**src/hw/rtl/abp_pkg.sv**
```systemverilog
package abp_pkg;

  // Table sizes and counter width.
  localparam int PHT_ENTRIES  = 4096;
  localparam int BIAS_ENTRIES = 4096;
  localparam int CTR_BITS     = 2;

  // Fixed field widths.
  localparam int ADDR_W  = 32;
  localparam int HIST_W  = 12;
  localparam int SHIFT_W = 2;
  localparam int REQ_W   = 3;

  // Derived index widths.
  localparam int PHT_IDX_W  = $clog2(PHT_ENTRIES);
  localparam int BIAS_IDX_W = $clog2(BIAS_ENTRIES);

  // The clearing pass walks the larger of the two tables.
  localparam int CLR_DEPTH = (PHT_ENTRIES > BIAS_ENTRIES) ? PHT_ENTRIES : BIAS_ENTRIES;
  localparam int CLR_W     = $clog2(CLR_DEPTH);

  // Bias table entry: {bias_set, bias}.
  localparam int BIAS_W = 2;

  // History keeps only the bits that can reach a counter index.
  localparam logic [HIST_W-1:0] HIST_MASK = HIST_W'(PHT_ENTRIES - 1);

  // Counter limits; a counter above the threshold says agree.
  localparam logic [CTR_BITS-1:0] CTR_MAX    = {CTR_BITS{1'b1}};
  localparam logic [CTR_BITS-1:0] CTR_THRESH = CTR_BITS'((1 << (CTR_BITS - 1)) - 1);

  localparam logic [SHIFT_W-1:0] INST_SHIFT_RST = 2'd2;

  // Queue between the front and the back.
  localparam int QDEPTH = 2;
  localparam int QPTR_W = $clog2(QDEPTH);
  localparam int QCNT_W = $clog2(QDEPTH + 1);

  // Request codes as they arrive on the input port.
  localparam logic [REQ_W-1:0] REQ_LOOKUP   = 3'd0;
  localparam logic [REQ_W-1:0] REQ_UNCOND   = 3'd1;
  localparam logic [REQ_W-1:0] REQ_RESOLVE  = 3'd2;
  localparam logic [REQ_W-1:0] REQ_RESTORE  = 3'd3;
  localparam logic [REQ_W-1:0] REQ_BTB_MISS = 3'd4;

  // Request class after decode; unknown codes become KIND_NOP.
  typedef enum logic [2:0] {
    KIND_LOOKUP,
    KIND_UNCOND,
    KIND_RESOLVE,
    KIND_RESTORE,
    KIND_BTB_MISS,
    KIND_NOP
  } kind_t;

  typedef enum logic {
    BK_IDLE,
    BK_EXEC
  } back_state_t;

  // One queued request.
  typedef struct packed {
    kind_t                 kind;
    logic [BIAS_IDX_W-1:0] bidx;
    logic [PHT_IDX_W-1:0]  pbase;
    logic                  taken;
    logic                  squashed;
    logic [HIST_W-1:0]     saved;
  } q_entry_t;

  // History bits that land in the counter index.
  function automatic logic [PHT_IDX_W-1:0] hist_idx(input logic [HIST_W-1:0] h);
    logic [31:0] t;
    t = 32'(h) & 32'(PHT_ENTRIES - 1);
    return t[PHT_IDX_W-1:0];
  endfunction

endpackage

```
**src/hw/rtl/abp_queue.sv**
```systemverilog
module abp_queue import abp_pkg::*; (
  input  logic     clk,
  input  logic     rst_n,
  input  logic     push,
  input  q_entry_t push_data,
  input  logic     pop,
  output q_entry_t head,
  output logic     empty,
  output logic     full
);

  q_entry_t            mem_r [QDEPTH];
  logic [QPTR_W-1:0]   wptr_r, wptr_nxt;
  logic [QPTR_W-1:0]   rptr_r, rptr_nxt;
  logic [QCNT_W-1:0]   cnt_r, cnt_nxt;

  function automatic logic [QPTR_W-1:0] next_ptr(input logic [QPTR_W-1:0] p);
    return (p == QPTR_W'(QDEPTH - 1)) ? '0 : p + 1'b1;
  endfunction

  // Pointer and fill count update.
  always_comb begin
    wptr_nxt = push ? next_ptr(wptr_r) : wptr_r;
    rptr_nxt = pop ? next_ptr(rptr_r) : rptr_r;
    cnt_nxt  = cnt_r + QCNT_W'(push) - QCNT_W'(pop);
  end

  always_ff @(posedge clk) begin
    if (!rst_n) begin
      wptr_r <= '0;
      rptr_r <= '0;
      cnt_r  <= '0;
    end else begin
      wptr_r <= wptr_nxt;
      rptr_r <= rptr_nxt;
      cnt_r  <= cnt_nxt;
    end
  end

  // Entry storage needs no reset.
  always_ff @(posedge clk) begin
    if (push) begin
      mem_r[wptr_r] <= push_data;
    end
  end

  assign head  = mem_r[rptr_r];
  assign empty = (cnt_r == '0);
  assign full  = (cnt_r == QCNT_W'(QDEPTH));

  // The fill count never passes the depth.
  a_cnt_bound: assert property (@(posedge clk) disable iff (!rst_n)
    cnt_r <= QCNT_W'(QDEPTH))
    else $error("queue count exceeds depth");

endmodule

```
**config.mk**
```make
export PLATFORM = sky130hd
export DESIGN_NAME = abp_queue
export DESIGN_NICKNAME = d
export VERILOG_FILES = /design/src/hw/rtl/abp_pkg.sv /design/src/hw/rtl/abp_queue.sv
export SDC_FILE = /design/constraint.sdc
export NUM_CORES = 1
export LEC_CHECK = 0
export BUFFER_PORTS_ARGS = -buffer_cell sky130_fd_sc_hd__buf_4
export CELL_PAD_IN_SITES_DETAIL_PLACEMENT = 1
export CELL_PAD_IN_SITES_GLOBAL_PLACEMENT = 2
export CORE_MARGIN = 8
export CORE_UTILIZATION = 38
export DETAILED_ROUTE_END_ITERATION = 7
export PLACE_DENSITY_LB_ADDON = 0.1
export SLEW_MARGIN = 10
export SYNTH_ARGS = -nofsm -noshare
export SYNTH_HDL_FRONTEND = slang
export SYNTH_SLANG_ARGS = --single-unit
```
**constraint.sdc**
```tcl
create_clock -name clk -period 3.8 [get_ports clk]
set_input_delay 0.76 -clock clk [delete_from_list [all_inputs] [get_ports clk]]
set_output_delay 0.76 -clock clk [all_outputs]
set_load 0.02 [all_outputs]
```
# Yosys cells after proc, flatten, opt, wreduce, memory -nomap -nowiden

Memories as Yosys holds them, arrays and structs flattened. A register that Yosys moved wholly into a read port is not among the register bits.
Cells that the tools add are included.

Bits in registers: 4
RAM bits: 82
Input port bits: 45
Output and inout bits: 43
Logic and storage cells: 16
Memories kept: 1

Memory list:

| memory | depth | width | read ports | clocked after Yosys merged registers in | write ports | line            | text |
|---|---|---|---|---|---|---|---|
| mem_r  | 2     | 41    | 1          | 1                                       | 1           | abp_queue.sv:12 | `q_entry_t mem_r [QDEPTH];` |

$add $sub $neg: 4
Equality and inequality tests: 1
Multiplexer cells: 6
Reduce and logical (&&, ||, !) cells: 1

Operators with widths:

| operator                                    | number |
|---|---|
| 1-bit two-way mux                           | 6 |
| 1-bit adder, second input constant          | 2 |
| 2-bit by 1-bit adder with 2-bit output      | 1 |
| 2-bit equality test, second input constant  | 1 |
| 2-bit logical NOT                           | 1 |
| 2-bit by 1-bit subtractor with 2-bit output | 1 |

# Logic depth before layout (Yosys ltp)

Depth after elaboration: 4
Depth in mapped cells: 6
Mapped depth without buffers: 6

# Least setup slack after synthesis

No wires, ideal clock.

Kind: in2reg
From: input port push
To: memory mem_r[0][0] (netlist bit) (enable)
Library setup time: 445 ps
Arrival time: 2623 ps
Data required time: 3355 ps
Setup slack: 732 ps
Stages: 1
Buffers on the path: 0
Cells stage by stage: nor2b_1

Longest elaborated chain between the ends: 2

Ends and longest elaborated chain:

| what                                    | line            | text |
|---|---|---|
| start: declaration                      | abp_queue.sv:4  | `input logic push,` |
| 1-bit two-way mux                       | abp_queue.sv:42 | `if (push) begin` |
| 1-bit two-way mux (not written as such) | abp_queue.sv:43 | `mem_r[wptr_r] <= push_data;` |
| end: declaration                        | abp_queue.sv:12 |  |

No other way between the ends.

==> results.cfg <==
[run_status]
status = finished, final reports clean

[grt]
grt_max_degree = 42
track_usage_pct = 10.4
grt_first_pass_wirelength_um = 9830
antenna_found_initial = 0
overflow = 0
grt_pass1_vias = 1868

[setup_path]
crit_arrival_ns = 1.99
path_buf_inv = 2
cpPeakStageDelay_ns = 0.82
critPathTopFamily = flip-flops
r2r_cells = 2
slowest_stage = dfxtp_2
worst-path-stages = 3
cp_max_fo = 21
crit_chain = buf_12 > mux2_2 > buf_4
path_class = reg -> out
startpoint_type = flip-flop
crit_path_end_kind = output pin
cp.required_ns = 3.04

[power]
leakagePower_nw = 1.73
seqPwrFrac_pct = 52.7
p_sw_share_pct = 23.1
clockPowerShare_pct = 31.5
power_density_nw_per_um2 = 496
power_frac_comb_pct = 15.8
p_total_mw = 2.15
power_switching_uw = 497
p_int_mw = 1.66
peakVddDrop_v = 0.000220

[clock_tree]
insertion_delay_ns = 0.35
htree_levels = 3
cts_buffer_depth = 2
cts_hold_buf = 0
cts-root-buf = clkbuf_8
cts_resized = 0
cts_sinks = 87
numCtsBuffers = 9
postCtsSetupBuffers = 0
cts_tree = yes
clkTransAtPathRegs_ns = 0.09

[place]
dp_worst_setup_slack_ns = 1.40
dp_cells = 342
port_buffers = 87
gp_congestion = 0.593
place_area_um2 = 4130

[job]
maxCapViolations = 0

[yosys]
synth_cell_type_count = 14
syn-num-nets = 196
ys_ff_latch = 87
syn_area_um2 = 3390
synth_seq_area_share_pct = 75.6
synthCells = 149
syn_area_per_cell_um2 = 22.8
synthesis.yosys.warnings = 0

[detailed_routing]
antenna_left = 0
drt-vias-per-instance = 4.56
wl_um = 6320
drtIter0Drc = 38
num_vias = 1634
routedWlPerCell_um = 17.7
drc = 0
first_pass_iters = 3

[die]
die_h_um = 110
fp-row-count = 34
dieArea_um2 = 12200
start_util_pct = 39.1
die_w_um = 110
core_um2 = 8680
io_pins = 88

[worst_hold_path]
holdPathStages = 1
hp-class = in -> reg

[finish]
final_util_pct = 50.1
area_delta_synth_final_pct = 28.1
layout-drive-gt1-share_pct = 58.8
fin_cells = 358
stdcell_area_um2 = 4340
n_antenna_cell = 0
layout.nets = 292

[timing]
fin_tns_setup_ns = 0
rsz0062_at_grt = no
hold_slack_ns = 0.588
setup_viol = 0
clock_skew_ns = 0.00654
slew_headroom_pct = 30.9
finalWorstSetupSlack_ns = 1.05
hold_viol = 0
tightest_slew_ns = 1.04
fmax_ghz = 0.364
fin_crit_sh_pct = 72.3
finalCriticalPeriod_ns = 2.75
drv_slew = 0
==> cell usage after synthesis (all sizes together) <==
cell type / count / area (um^2)
ha: 2 / 25.0
dfxtp: 5 / 100
xor2: 1 / 8.76
xnor3: 1 / 22.5
edfxtp: 82 / 2460
and2: 4 / 25.0
mux2: 41 / 612
buf: 5 / 91.3
inv: 2 / 7.51
nor2: 1 / 3.75
nor2b: 4 / 25.0
o21a: 1 / 7.51
==> registers in the layout, indices dropped and copies added, names as in the netlist, named ones only <==
signal,count
cnt_r,2
mem_r,82
rptr_r,1
wptr_r,1
==> logic make-up (layout without fill, tap and decap cells) <==
kind of cell / Yosys count / after routing / share of synthesized area [%]
buffers and inverters: 7 / 108 / 2.92
adder cells (fa/ha/maj): 2 / 2 / 0.738
multiplexers: 41 / 41 / 18.0
AND/OR/NAND/NOR: 9 / 9 / 1.59
XOR/XNOR: 2 / 2 / 0.923
flip-flops: 87 / 87 / 75.6
AO/OA/AOI/OAI: 1 / 1 / 0.221
==> routing by layer <==
layer,global-route usage [%],share of wire (%),up-vias
met2,17.3,50,60
li1,-,-,765
met1,10.5,40,799
met4,5.14,1.6,0
met3,5.19,8.6,10
met5,0,0,-
==> power by group through the flow <==
stage | Combinational [mW] | Sequential [mW] | Clock [mW]
6_report | 0.339 | 1.14 | 0.679
2_1_floorplan | 0.228 | 1.14 | 0
3_5_place_dp | 0.347 | 1.16 | 0
4_1_cts | 0.348 | 1.14 | 0.699
3_3_place_gp | 0.344 | 1.16 | 0
5_1_grt | 0.364 | 1.14 | 0.731
==> path summary, 6_finish.rpt <==
path / from / end / slack (ns)
worst min register to register: rptr_r / flip-flop / 0.59
worst max register to register: wptr_r / mem_r[0][13] / 2.12
worst min-delay path: push_data[2] / mem_r[1][2] / 0.59
worst max-delay path: flip-flop / head[33] / 1.05
==> placed cells by master, fill, tap and decap left out, drive strengths merged <==
cell type,synthesis,layout
nor2b,4,4
bufinv,0,2
clkbuf,0,9
ha,2,2
buf,5,90
dfxtp,5,5
mux2,41,41
xor2,1,1
o21a,1,1
and2,4,4
inv,2,2
nor2,1,1
clkinvlp,0,1
clkinv,0,4
edfxtp,82,82
xnor3,1,1
==> worst reg2reg max path: cells and delay by family, from the launching register on <==
family | cells | cell delay, ns
flip-flops | 1 | 0.34
AND/OR/NAND/NOR | 1 | 0.71
buffers and inverters | 1 | 0.33
==> final cells by class <==
cell class | count | area (um^2)
repair buffers | 90 | 688
clock inverters | 7 | 87.6
clock buffers | 9 | 124
fillers | 838 | 4330
well taps | 108 | 135
multi-input cells | 55 | 738
inverters | 2 | 7.51
flip-flops and latches | 87 | 2560
Power figures use the tool's default switching activity.
