===== config.mk =====
export PLATFORM = sky130hd
export DESIGN_NAME = abp_front
export DESIGN_NICKNAME = d
export VERILOG_FILES = /design/src/hw/rtl/abp_pkg.sv /design/src/hw/rtl/abp_front.sv
export SDC_FILE = /design/constraint.sdc
export NUM_CORES = 1
export LEC_CHECK = 0
export BUFFER_PORTS_ARGS = -buffer_cell sky130_fd_sc_hd__buf_4
export CAP_MARGIN = 5
export CORE_MARGIN = 4
export CORE_UTILIZATION = 28
export DETAILED_ROUTE_END_ITERATION = 6
export PLACE_DENSITY = 0.88
export SLEW_MARGIN = 20
export SYNTH_ARGS = -nofsm -noshare
export SYNTH_HDL_FRONTEND = slang
export SYNTH_SLANG_ARGS = --single-unit

===== constraint.sdc =====
create_clock -name vclk -period 1.4
set_input_delay 0.21 -clock vclk [all_inputs]
set_output_delay 0.21 -clock vclk [all_outputs]
set_load 0.1 [all_outputs]

===== src/hw/rtl/abp_pkg.sv =====
package abp_pkg;

  // Table sizes and counter width.
  localparam int PHT_ENTRIES  = 4096;
  localparam int BIAS_ENTRIES = 4096;
  localparam int CTR_BITS     = 2;

  // Fixed field widths.
  localparam int ADDR_W  = 32;
  localparam int HIST_W  = 12;
  localparam int SHIFT_W = 2;
  localparam int REQ_W   = 3;

  // Derived index widths.
  localparam int PHT_IDX_W  = $clog2(PHT_ENTRIES);
  localparam int BIAS_IDX_W = $clog2(BIAS_ENTRIES);

  // The clearing pass walks the larger of the two tables.
  localparam int CLR_DEPTH = (PHT_ENTRIES > BIAS_ENTRIES) ? PHT_ENTRIES : BIAS_ENTRIES;
  localparam int CLR_W     = $clog2(CLR_DEPTH);

  // Bias table entry: {bias_set, bias}.
  localparam int BIAS_W = 2;

  // History keeps only the bits that can reach a counter index.
  localparam logic [HIST_W-1:0] HIST_MASK = HIST_W'(PHT_ENTRIES - 1);

  // Counter limits; a counter above the threshold says agree.
  localparam logic [CTR_BITS-1:0] CTR_MAX    = {CTR_BITS{1'b1}};
  localparam logic [CTR_BITS-1:0] CTR_THRESH = CTR_BITS'((1 << (CTR_BITS - 1)) - 1);

  localparam logic [SHIFT_W-1:0] INST_SHIFT_RST = 2'd2;

  // Queue between the front and the back.
  localparam int QDEPTH = 2;
  localparam int QPTR_W = $clog2(QDEPTH);
  localparam int QCNT_W = $clog2(QDEPTH + 1);

  // Request codes as they arrive on the input port.
  localparam logic [REQ_W-1:0] REQ_LOOKUP   = 3'd0;
  localparam logic [REQ_W-1:0] REQ_UNCOND   = 3'd1;
  localparam logic [REQ_W-1:0] REQ_RESOLVE  = 3'd2;
  localparam logic [REQ_W-1:0] REQ_RESTORE  = 3'd3;
  localparam logic [REQ_W-1:0] REQ_BTB_MISS = 3'd4;

  // Request class after decode; unknown codes become KIND_NOP.
  typedef enum logic [2:0] {
    KIND_LOOKUP,
    KIND_UNCOND,
    KIND_RESOLVE,
    KIND_RESTORE,
    KIND_BTB_MISS,
    KIND_NOP
  } kind_t;

  typedef enum logic {
    BK_IDLE,
    BK_EXEC
  } back_state_t;

  // One queued request.
  typedef struct packed {
    kind_t                 kind;
    logic [BIAS_IDX_W-1:0] bidx;
    logic [PHT_IDX_W-1:0]  pbase;
    logic                  taken;
    logic                  squashed;
    logic [HIST_W-1:0]     saved;
  } q_entry_t;

  // History bits that land in the counter index.
  function automatic logic [PHT_IDX_W-1:0] hist_idx(input logic [HIST_W-1:0] h);
    logic [31:0] t;
    t = 32'(h) & 32'(PHT_ENTRIES - 1);
    return t[PHT_IDX_W-1:0];
  endfunction

endpackage


===== src/hw/rtl/abp_front.sv =====
module abp_front import abp_pkg::*; (
  input  logic [REQ_W-1:0]   req_type,
  input  logic [ADDR_W-1:0]  branch_addr,
  input  logic               taken,
  input  logic               squashed,
  input  logic [HIST_W-1:0]  saved_history,
  input  logic [SHIFT_W-1:0] inst_shift,
  output q_entry_t           entry
);

  logic [ADDR_W-1:0] shifted;
  logic [ADDR_W-1:0] bsel;
  logic [ADDR_W-1:0] psel;

  // Drop the low address bits and cut the result to each table's index.
  assign shifted = branch_addr >> inst_shift;
  assign bsel    = shifted & ADDR_W'(BIAS_ENTRIES - 1);
  assign psel    = shifted & ADDR_W'(PHT_ENTRIES - 1);

  // Classify the request and build the queue beat.
  always_comb begin
    entry          = '0;
    entry.bidx     = bsel[BIAS_IDX_W-1:0];
    entry.pbase    = psel[PHT_IDX_W-1:0];
    entry.taken    = taken;
    entry.squashed = squashed;
    entry.saved    = saved_history;
    unique case (req_type)
      REQ_LOOKUP:   entry.kind = KIND_LOOKUP;
      REQ_UNCOND:   entry.kind = KIND_UNCOND;
      REQ_RESOLVE:  entry.kind = KIND_RESOLVE;
      REQ_RESTORE:  entry.kind = KIND_RESTORE;
      REQ_BTB_MISS: entry.kind = KIND_BTB_MISS;
      default:      entry.kind = KIND_NOP;
    endcase
  end

endmodule


After elaboration in Yosys (flattened, before gate mapping) --
Index checks and enable logic that the tools add are counted.
Cells by class: equality and inequality tests 4, shift-type cells 1, multiplexer cells 1, reduce and logical (&&, ||, !) cells 1
Operator list (number):
- $shr 32x2->12 | 1
- $pmux 3 s5 | 1
- $eq 3x2->1 const B | 2
- $eq 3x1->1 const B | 1
- $eq 3x3->1 const B | 1
- $logic_not 3->1 | 1
Word-level totals: register bits 0, bits of input ports 51, output and inout port bits 41, word-level logic and storage cells 7

Logic depth before layout (Yosys ltp) --
Gate-level depths: netlist of the first run.
depth in word-level cells 2, gate-level depth with buffers 3, gate-level depth less buffers 1

Worst setup path before layout of the first run --
No wires, ideal clock.
kind in2out, start point input inst_shift[1], end point output entry[30] in the netlist's numbering, arrival time 1662 ps, data required time 1190 ps, slack -472 ps, stages on the path 3, buffers on the path 2, cells stage by stage buf_2 > mux4_1 > buf_4
RTL lines:
- start, declared | RTL line abp_front.sv:7 | input logic [SHIFT_W-1:0] inst_shift,
- end, declared | RTL line abp_front.sv:8 | output q_entry_t entry

==> reports/qor.csv, run 1 <==
metric,value,unit
tightestPinTransition,0.2822,ns
ys_types,8,
critPathArrivalTime,1.13,ns
antenna_cells,0,
initial_utilization,29.78,%
syn_avg_cell_area,11.96,um2
regArea,0,um2
synth_compound_area_share,1.460,%
cp-end-kind,output pin,
internal_power,0.2213,mW
swShare,74.96,%
wire_per_inst,15.21,um
placementRows,15,
min_period,1.342,ns
cp_slowest_stage_delay,0.56,ns
vias,409,
startpoint_type,input pin,
die_w,50.86,um
gp_congestion,0.5742,
synthesis.area,514.2,um2
min_period_over_period,95.84,%
multi_input_area,286.5,um2
max_freq,745.3,MHz
yosysWarnings,0,
drc,0,
io_pins,92,
finalSetupViolCount,0,
grt_pass1_wl,2090,um
die_height,50.86,um
grt_usage,10.12,%
coreArea,1727,um2
switching_power,0.6625,mW
cellLeakagePower,0.3378,nW
status,"finished, final reports clean",
routed_wl,1323,um
combPwrFrac,100.0,%
hp-class,in -> out,
ant_nets,0,
finalHoldViolations,0,
worstPathRequired,1.19,ns
synth_fa_ha_area_share,0,%
first_pass_iters,1,
p_per_area,1191,nW/um2
ctsHoldBuffers,0,
die-area,2586,um2
crit_slowest_cell,mux4_2,
port_buffers,47,
max-vdd-ir-drop,0.0003638,V
area_growth,44.28,%
grt_max_degree,13,
p_clk_share,0,%
grt_pass1_vias,442,
dpl.hpwl,1180,um
synth_mux_area_share,55.47,%
synth_top_family_by_area,multiplexers,
flops_and_latches,0,
ys_seq_area_share,0,%
synth_nets,94,
finalInstanceArea,742.0,um2
vias_per_cell,4.701,
overflow,0,
cap_violations,0,
antenna_found_initial,0,
synthXorXnorAreaFrac,0,%
nNetsFinal,115,
synthCells,43,
fillers,173,
path_delay_family,multiplexers,
critical_path.max_fanout,12,
synthSimpleGateAreaFrac,1.217,%
slew_violations,0,
hold_ws,0.4200,ns
place_area,678.2,um2
layout-drive-gt1-share,98.39,%
rsz0062_at_grt,false,
cp.buffers_inverters,2,
clock_buffers,0,
slew_headroom,81.34,%
drtIter0Drc,0,
crit_chain,"buf_8, mux4_2, buf_6",
path_class,in -> out,
p_seq_share,0,%
path summary, 6_finish.rpt:
path / start / cells past startpoint / to
setup / recovery: inst_shift[0] / 3 / entry[31]
hold / removal: saved_history[11] / 0 / entry[11]
synth_stat cells:
library cell / number / area (um2)
buf_4: 26 / 195.2
mux4_2: 8 / 180.2
mux4_1: 4 / 105.1
a21o_1: 1 / 7.510
buf_2: 1 / 5.000
buf_6: 1 / 11.26
clkbuf_1: 1 / 3.750
nor2b_1: 1 / 6.260
logic make-up after synthesis:
logic type,count (synthesis)
simple gates,1
mux,12
compound gates,1
buf+inv,29
metal layers:
metal,wire [um],GRT usage (%),vias up,share of wire [%]
met5,0,0,-,0
met4,76,4.933,0,5.7
met3,201,1.749,12,15
met2,704,19.78,31,53
met1,341,10.13,191,26
li1,-,-,175,-
layout by cell type (no fill, tap or decap):
master	synthesis	layout
buf_4	26	33
buf_6	1	13
mux4_2	8	12
buf_8	0	2
a21o_1	1	1
nor2b_2	0	1
layout make-up:
cell class / instances / share of cell area [%]
well taps: 25 / 4.216
multi-input cells: 14 / 38.62
repair buffers: 48 / 57.17
power by group through the flow:
stage / Sequential (mW) / Combinational (mW) / Clock, mW
finish: 0 / 0.884 / 0
CTS: 0 / 0.884 / 0
global route: 0 / 0.907 / 0
global placement: 0 / 0.841 / 0
floorplan: 0 / 1.01 / 0
detailed placement: 0 / 0.847 / 0
metrics by stage:
| step | setup TNS, ns | worst slack [ns] | util [%] | power, mW | cells |
|---|---|---|---|---|---|
| after floorplan | -1.968 | -0.2032 | - | 1.011 | 43 |
| after global placement | -0.5412 | -0.04220 | 39.28 | 0.8408 | 87 |
| after detailed placement | -0.8649 | -0.05563 | 39.28 | 0.8474 | 87 |
| after CTS | 0 | 0.02670 | 42.54 | 0.8836 | 87 |
| after global routing | 0 | 0.01766 | 42.97 | 0.9073 | 87 |
| final | 0 | 0.05825 | 42.97 | 0.8838 | 87 |
timing repair:
| action | in CTS | in global routing |
|---|---|---|
| setup endpoints to repair | 20 | 11 |
| cloned | 0 | 0 |
| gates resized for setup | 15 | 2 |
| buffers inserted | 0 | 0 |
Note: power is estimated with default switching activity, not from simulation.
==> run 2, diff against run 1 <==
- PLACE_DENSITY: 0.88 -> 0.93
==> run 2 against run 1 <==
Compared with the run above: core utilization grew 0.65 points; final cell count did not move; highest routed layer unchanged; worst hold slack barely moved; global-route usage shrank 0.80 points; routed wire length shrank 6.7%.
==> reports/qor.csv, run 2 (same netlist as run 1, synthesis figures left out) <==
metric,value,unit
cp.buffers_inverters,2,
path_delay_family,multiplexers,
io_pins,92,
cp-end-kind,output pin,
finalInstanceArea,753.2,um2
overflow,0,
ctsHoldBuffers,0,
critPathArrivalTime,1.13,ns
wire_per_inst,14.18,um
routed_wl,1234,um
area_growth,46.47,%
grt_pass1_vias,418,
die_height,50.86,um
critical_path.max_fanout,12,
fin_util,43.62,%
flops_and_latches,0,
cp_slowest_stage_delay,0.57,ns
total_power,0.8900,mW
fillers,173,
min_period,1.338,ns
dpl.hpwl,1146,um
multi_input_area,286.5,um2
layout-drive-gt1-share,98.39,%
cellLeakagePower,0.3416,nW
fin_ws,0.06213,ns
drtIter0Drc,1,
status,"finished, final reports clean",
final_common_cell,buf_4,
hp-class,in -> out,
worstHoldStart,saved_history[2],
port_buffers,47,
crit_top_cell,buf_8,
gp_congestion,0.6097,
initial_utilization,29.78,%
drc,0,
die-area,2586,um2
rsz0062_at_grt,false,
regArea,0,um2
tightestPinTransition,0.2820,ns
crit_chain,"buf_8, mux4_2, buf_8",
path_class,in -> out,
antenna_cells,0,
placementRows,15,
vias,406,
place_area,678.2,um2
max-vdd-ir-drop,0.0003850,V
p_per_area,1182,nW/um2
vias_per_cell,4.667,
slew_headroom,81.36,%
final_cell_mix,"buf_4, buf_6, mux4_2, buf_8",
coreArea,1727,um2
first_pass_iters,2,
nNetsFinal,115,
max_freq,747.5,MHz
crit_slowest_cell,mux4_2,
cp-startpoint,inst_shift[0],
antenna_found_initial,0,
pre_cts_ws,-0.05333,ns
dp.cells,87,
finalHoldViolations,0,
cap_violations,0,
slew_violations,0,
ant_nets,0,
grt_usage,9.317,%
worstPathRequired,1.19,ns
die_w,50.86,um
finalSetupViolCount,0,
fin_cells,87,
grt_pass1_wl,1932,um
grt_max_degree,13,
clock_buffers,0,
min_period_over_period,95.56,%
startpoint_type,input pin,
run 2: cell counts in the layout (fill, tap and decap cells not counted):
No cell type changed its count.
run 2: routing by layer:
metal / global-route usage [%] / routed length [um]
met2: 18.48 / 668
met4: 4.036 / 44
met5: 0 / 0
met1: 9.225 / 340
met3: 1.749 / 179
run 2: worst paths after layout:
check | to | slack (ns) | cells after the start
worst max-delay path | entry[16] | 0.06 | 3
worst min-delay path | entry[2] | 0.42 | 0
run 2: through the flow:
stage	hold slack [ns]	TNS, ns
after floorplan	0.5947	-1.968
after global placement	0.4207	-0.6177
after detailed placement	0.4207	-0.7913
after CTS	0.4207	0
after global routing	0.4202	0
final	0.4200	0
run 2: final cells by class:
class | instances | area share (%)
timing repair buffer | 48 | 57.81
multi-input combinational | 14 | 38.04
tap | 25 | 4.153
run 2: report_power, final:
group          switching, mW  internal (mW)  total, mW
Clock                      0              0          0
Sequential                 0              0          0
Combinational          0.663          0.227      0.890
run 2: what timing repair did:
item	CTS	global route
pin swaps	0	0
gates resized for setup	17	3
setup buffers	0	0
gates cloned	0	0
setup endpoints to repair	20	5
==> run 3, diff against run 2 <==
- BUFFER_PORTS_ARGS: -buffer_cell sky130_fd_sc_hd__buf_4 -> not set
- CORE_AREA: not set -> 4 4 41 43
- CORE_MARGIN: 4 -> not set
- CORE_UTILIZATION: 28 -> not set
- DIE_AREA: not set -> 0 0 45 47
- DONT_BUFFER_PORTS: not set -> 1
- PLACE_DENSITY: 0.93 -> 0.62
==> run 3 against run 2 <==
Compared with the run above: sequential cell count did not move; total power fell by 6.1%; combinational power fell by 6.1%; worst setup slack improved by 0.17 ns; sequential share of layout area did not move; non-clock buffer count fell by 33; global-route usage rose by 1.3 points; maximum frequency rose by 15%; worst hold slack did not move; final cell count fell by 49%; design area fell by 23%; die area fell by 18%; critical path type unchanged.
==> reports/qor.csv, run 3 (same netlist as run 1, synthesis figures left out) <==
metric,value,unit
final_common_cell,buf_12,
multi_input_area,286.5,um2
slew_violations,0,
flops_and_latches,0,
finalSetupViolCount,0,
final_cell_mix,"buf_12, mux4_2, buf_4, a21o_1, nor2b_2",
critPathArrivalTime,0.96,ns
vias_per_cell,6.636,
finalHoldViolations,0,
vias,292,
p_per_area,1440,nW/um2
coreArea,1301,um2
cellLeakagePower,0.2175,nW
grt_pass1_wl,1697,um
swShare,74.44,%
finalSetupTns,0,ns
antenna_cells,0,
place_area,580.6,um2
rsz0062_at_grt,false,
status,"finished, final reports clean",
drc,0,
grt_pass1_vias,312,
grt_max_degree,13,
max-vdd-ir-drop,0.0004627,V
cp-end-kind,output pin,
antenna_found_initial,0,
min_period_over_period,83.32,%
worstPathRequired,1.19,ns
max_freq,857.3,MHz
internal_power,0.2136,mW
crit_slowest_cell,mux4_2,
cp_slowest_stage_delay,0.54,ns
finalInstanceArea,580.6,um2
layout-drive-gt1-share,96.55,%
switching_power,0.6222,mW
path_class,in -> out,
area_growth,12.90,%
initial_utilization,39.52,%
ctsHoldBuffers,0,
tightestPinTransition,0.2784,ns
regArea,0,um2
io_pins,92,
postCtsSetupRepairBufs,0,
port_buffers,0,
crit_chain,"mux4_2, buf_12",
critical_path.max_fanout,12,
cap_violations,0,
die_height,47,um
combPwrFrac,100.0,%
die_w,45,um
fillers,124,
overflow,0,
ant_nets,0,
gp_congestion,0.6025,
wire_per_inst,26.91,um
min_period,1.166,ns
startpoint_type,input pin,
post_cts_resized,0,
hp-class,in -> out,
placementRows,13,
drtIter0Drc,3,
path_delay_family,multiplexers,
die-area,2115,um2
cp.buffers_inverters,1,
p_seq_share,0,%
p_clk_share,0,%
nNetsFinal,82,
dpl.hpwl,1136,um
first_pass_iters,2,
clock_buffers,0,
grt_usage,10.57,%
slew_headroom,81.59,%
routed_wl,1184,um
## run 3: cell count changes in the layout (fill, tap and decap cells not counted), sizes merged
cell  change
buf      -33
## run 3: routing by layer
| layer | vias to the layer above | track usage, % | wire (um) |
|---|---|---|---|
| li1 | 111 | - | - |
| met3 | 8 | 4.981 | 214 |
| met4 | 0 | 4.678 | 36 |
| met2 | 33 | 20.90 | 689 |
| met1 | 140 | 8.747 | 244 |
| met5 | - | 0 | 0 |
## run 3: power groups by stage
stage          combinational, mW  sequential [mW]  clock [mW]
5_1_grt                    0.848                0           0
6_report                   0.836                0           0
4_1_cts                    0.840                0           0
2_1_floorplan               1.01                0           0
3_5_place_dp               0.840                0           0
3_3_place_gp               0.838                0           0
## run 3: path summary, 6_finish.rpt
kind / from / to / slack, ns / depth (start not counted)
setup / recovery: inst_shift[0] / entry[17] / 0.23 / 2
hold / removal: saved_history[4] / entry[4] / 0.42 / 0
## run 3: stage by stage
stage / instances / total power [mW] / hold slack [ns] / util [%] / setup WS (ns)
after floorplan: 43 / 1.011 / 0.5947 / - / -0.2032
after global placement: 44 / 0.8377 / 0.4212 / 44.62 / 0.2373
after detailed placement: 44 / 0.8398 / 0.4212 / 44.62 / 0.2326
after CTS: 44 / 0.8402 / 0.4212 / 44.62 / 0.2315
after global routing: 44 / 0.8482 / 0.4202 / 44.62 / 0.2225
final: 44 / 0.8358 / 0.4200 / 44.62 / 0.2336
## run 3: cell type report
cell class	instances	area share, %
Multi-Input combinational cell	14	49.35
Timing Repair Buffer	15	47.41
Tap cell	15	3.233
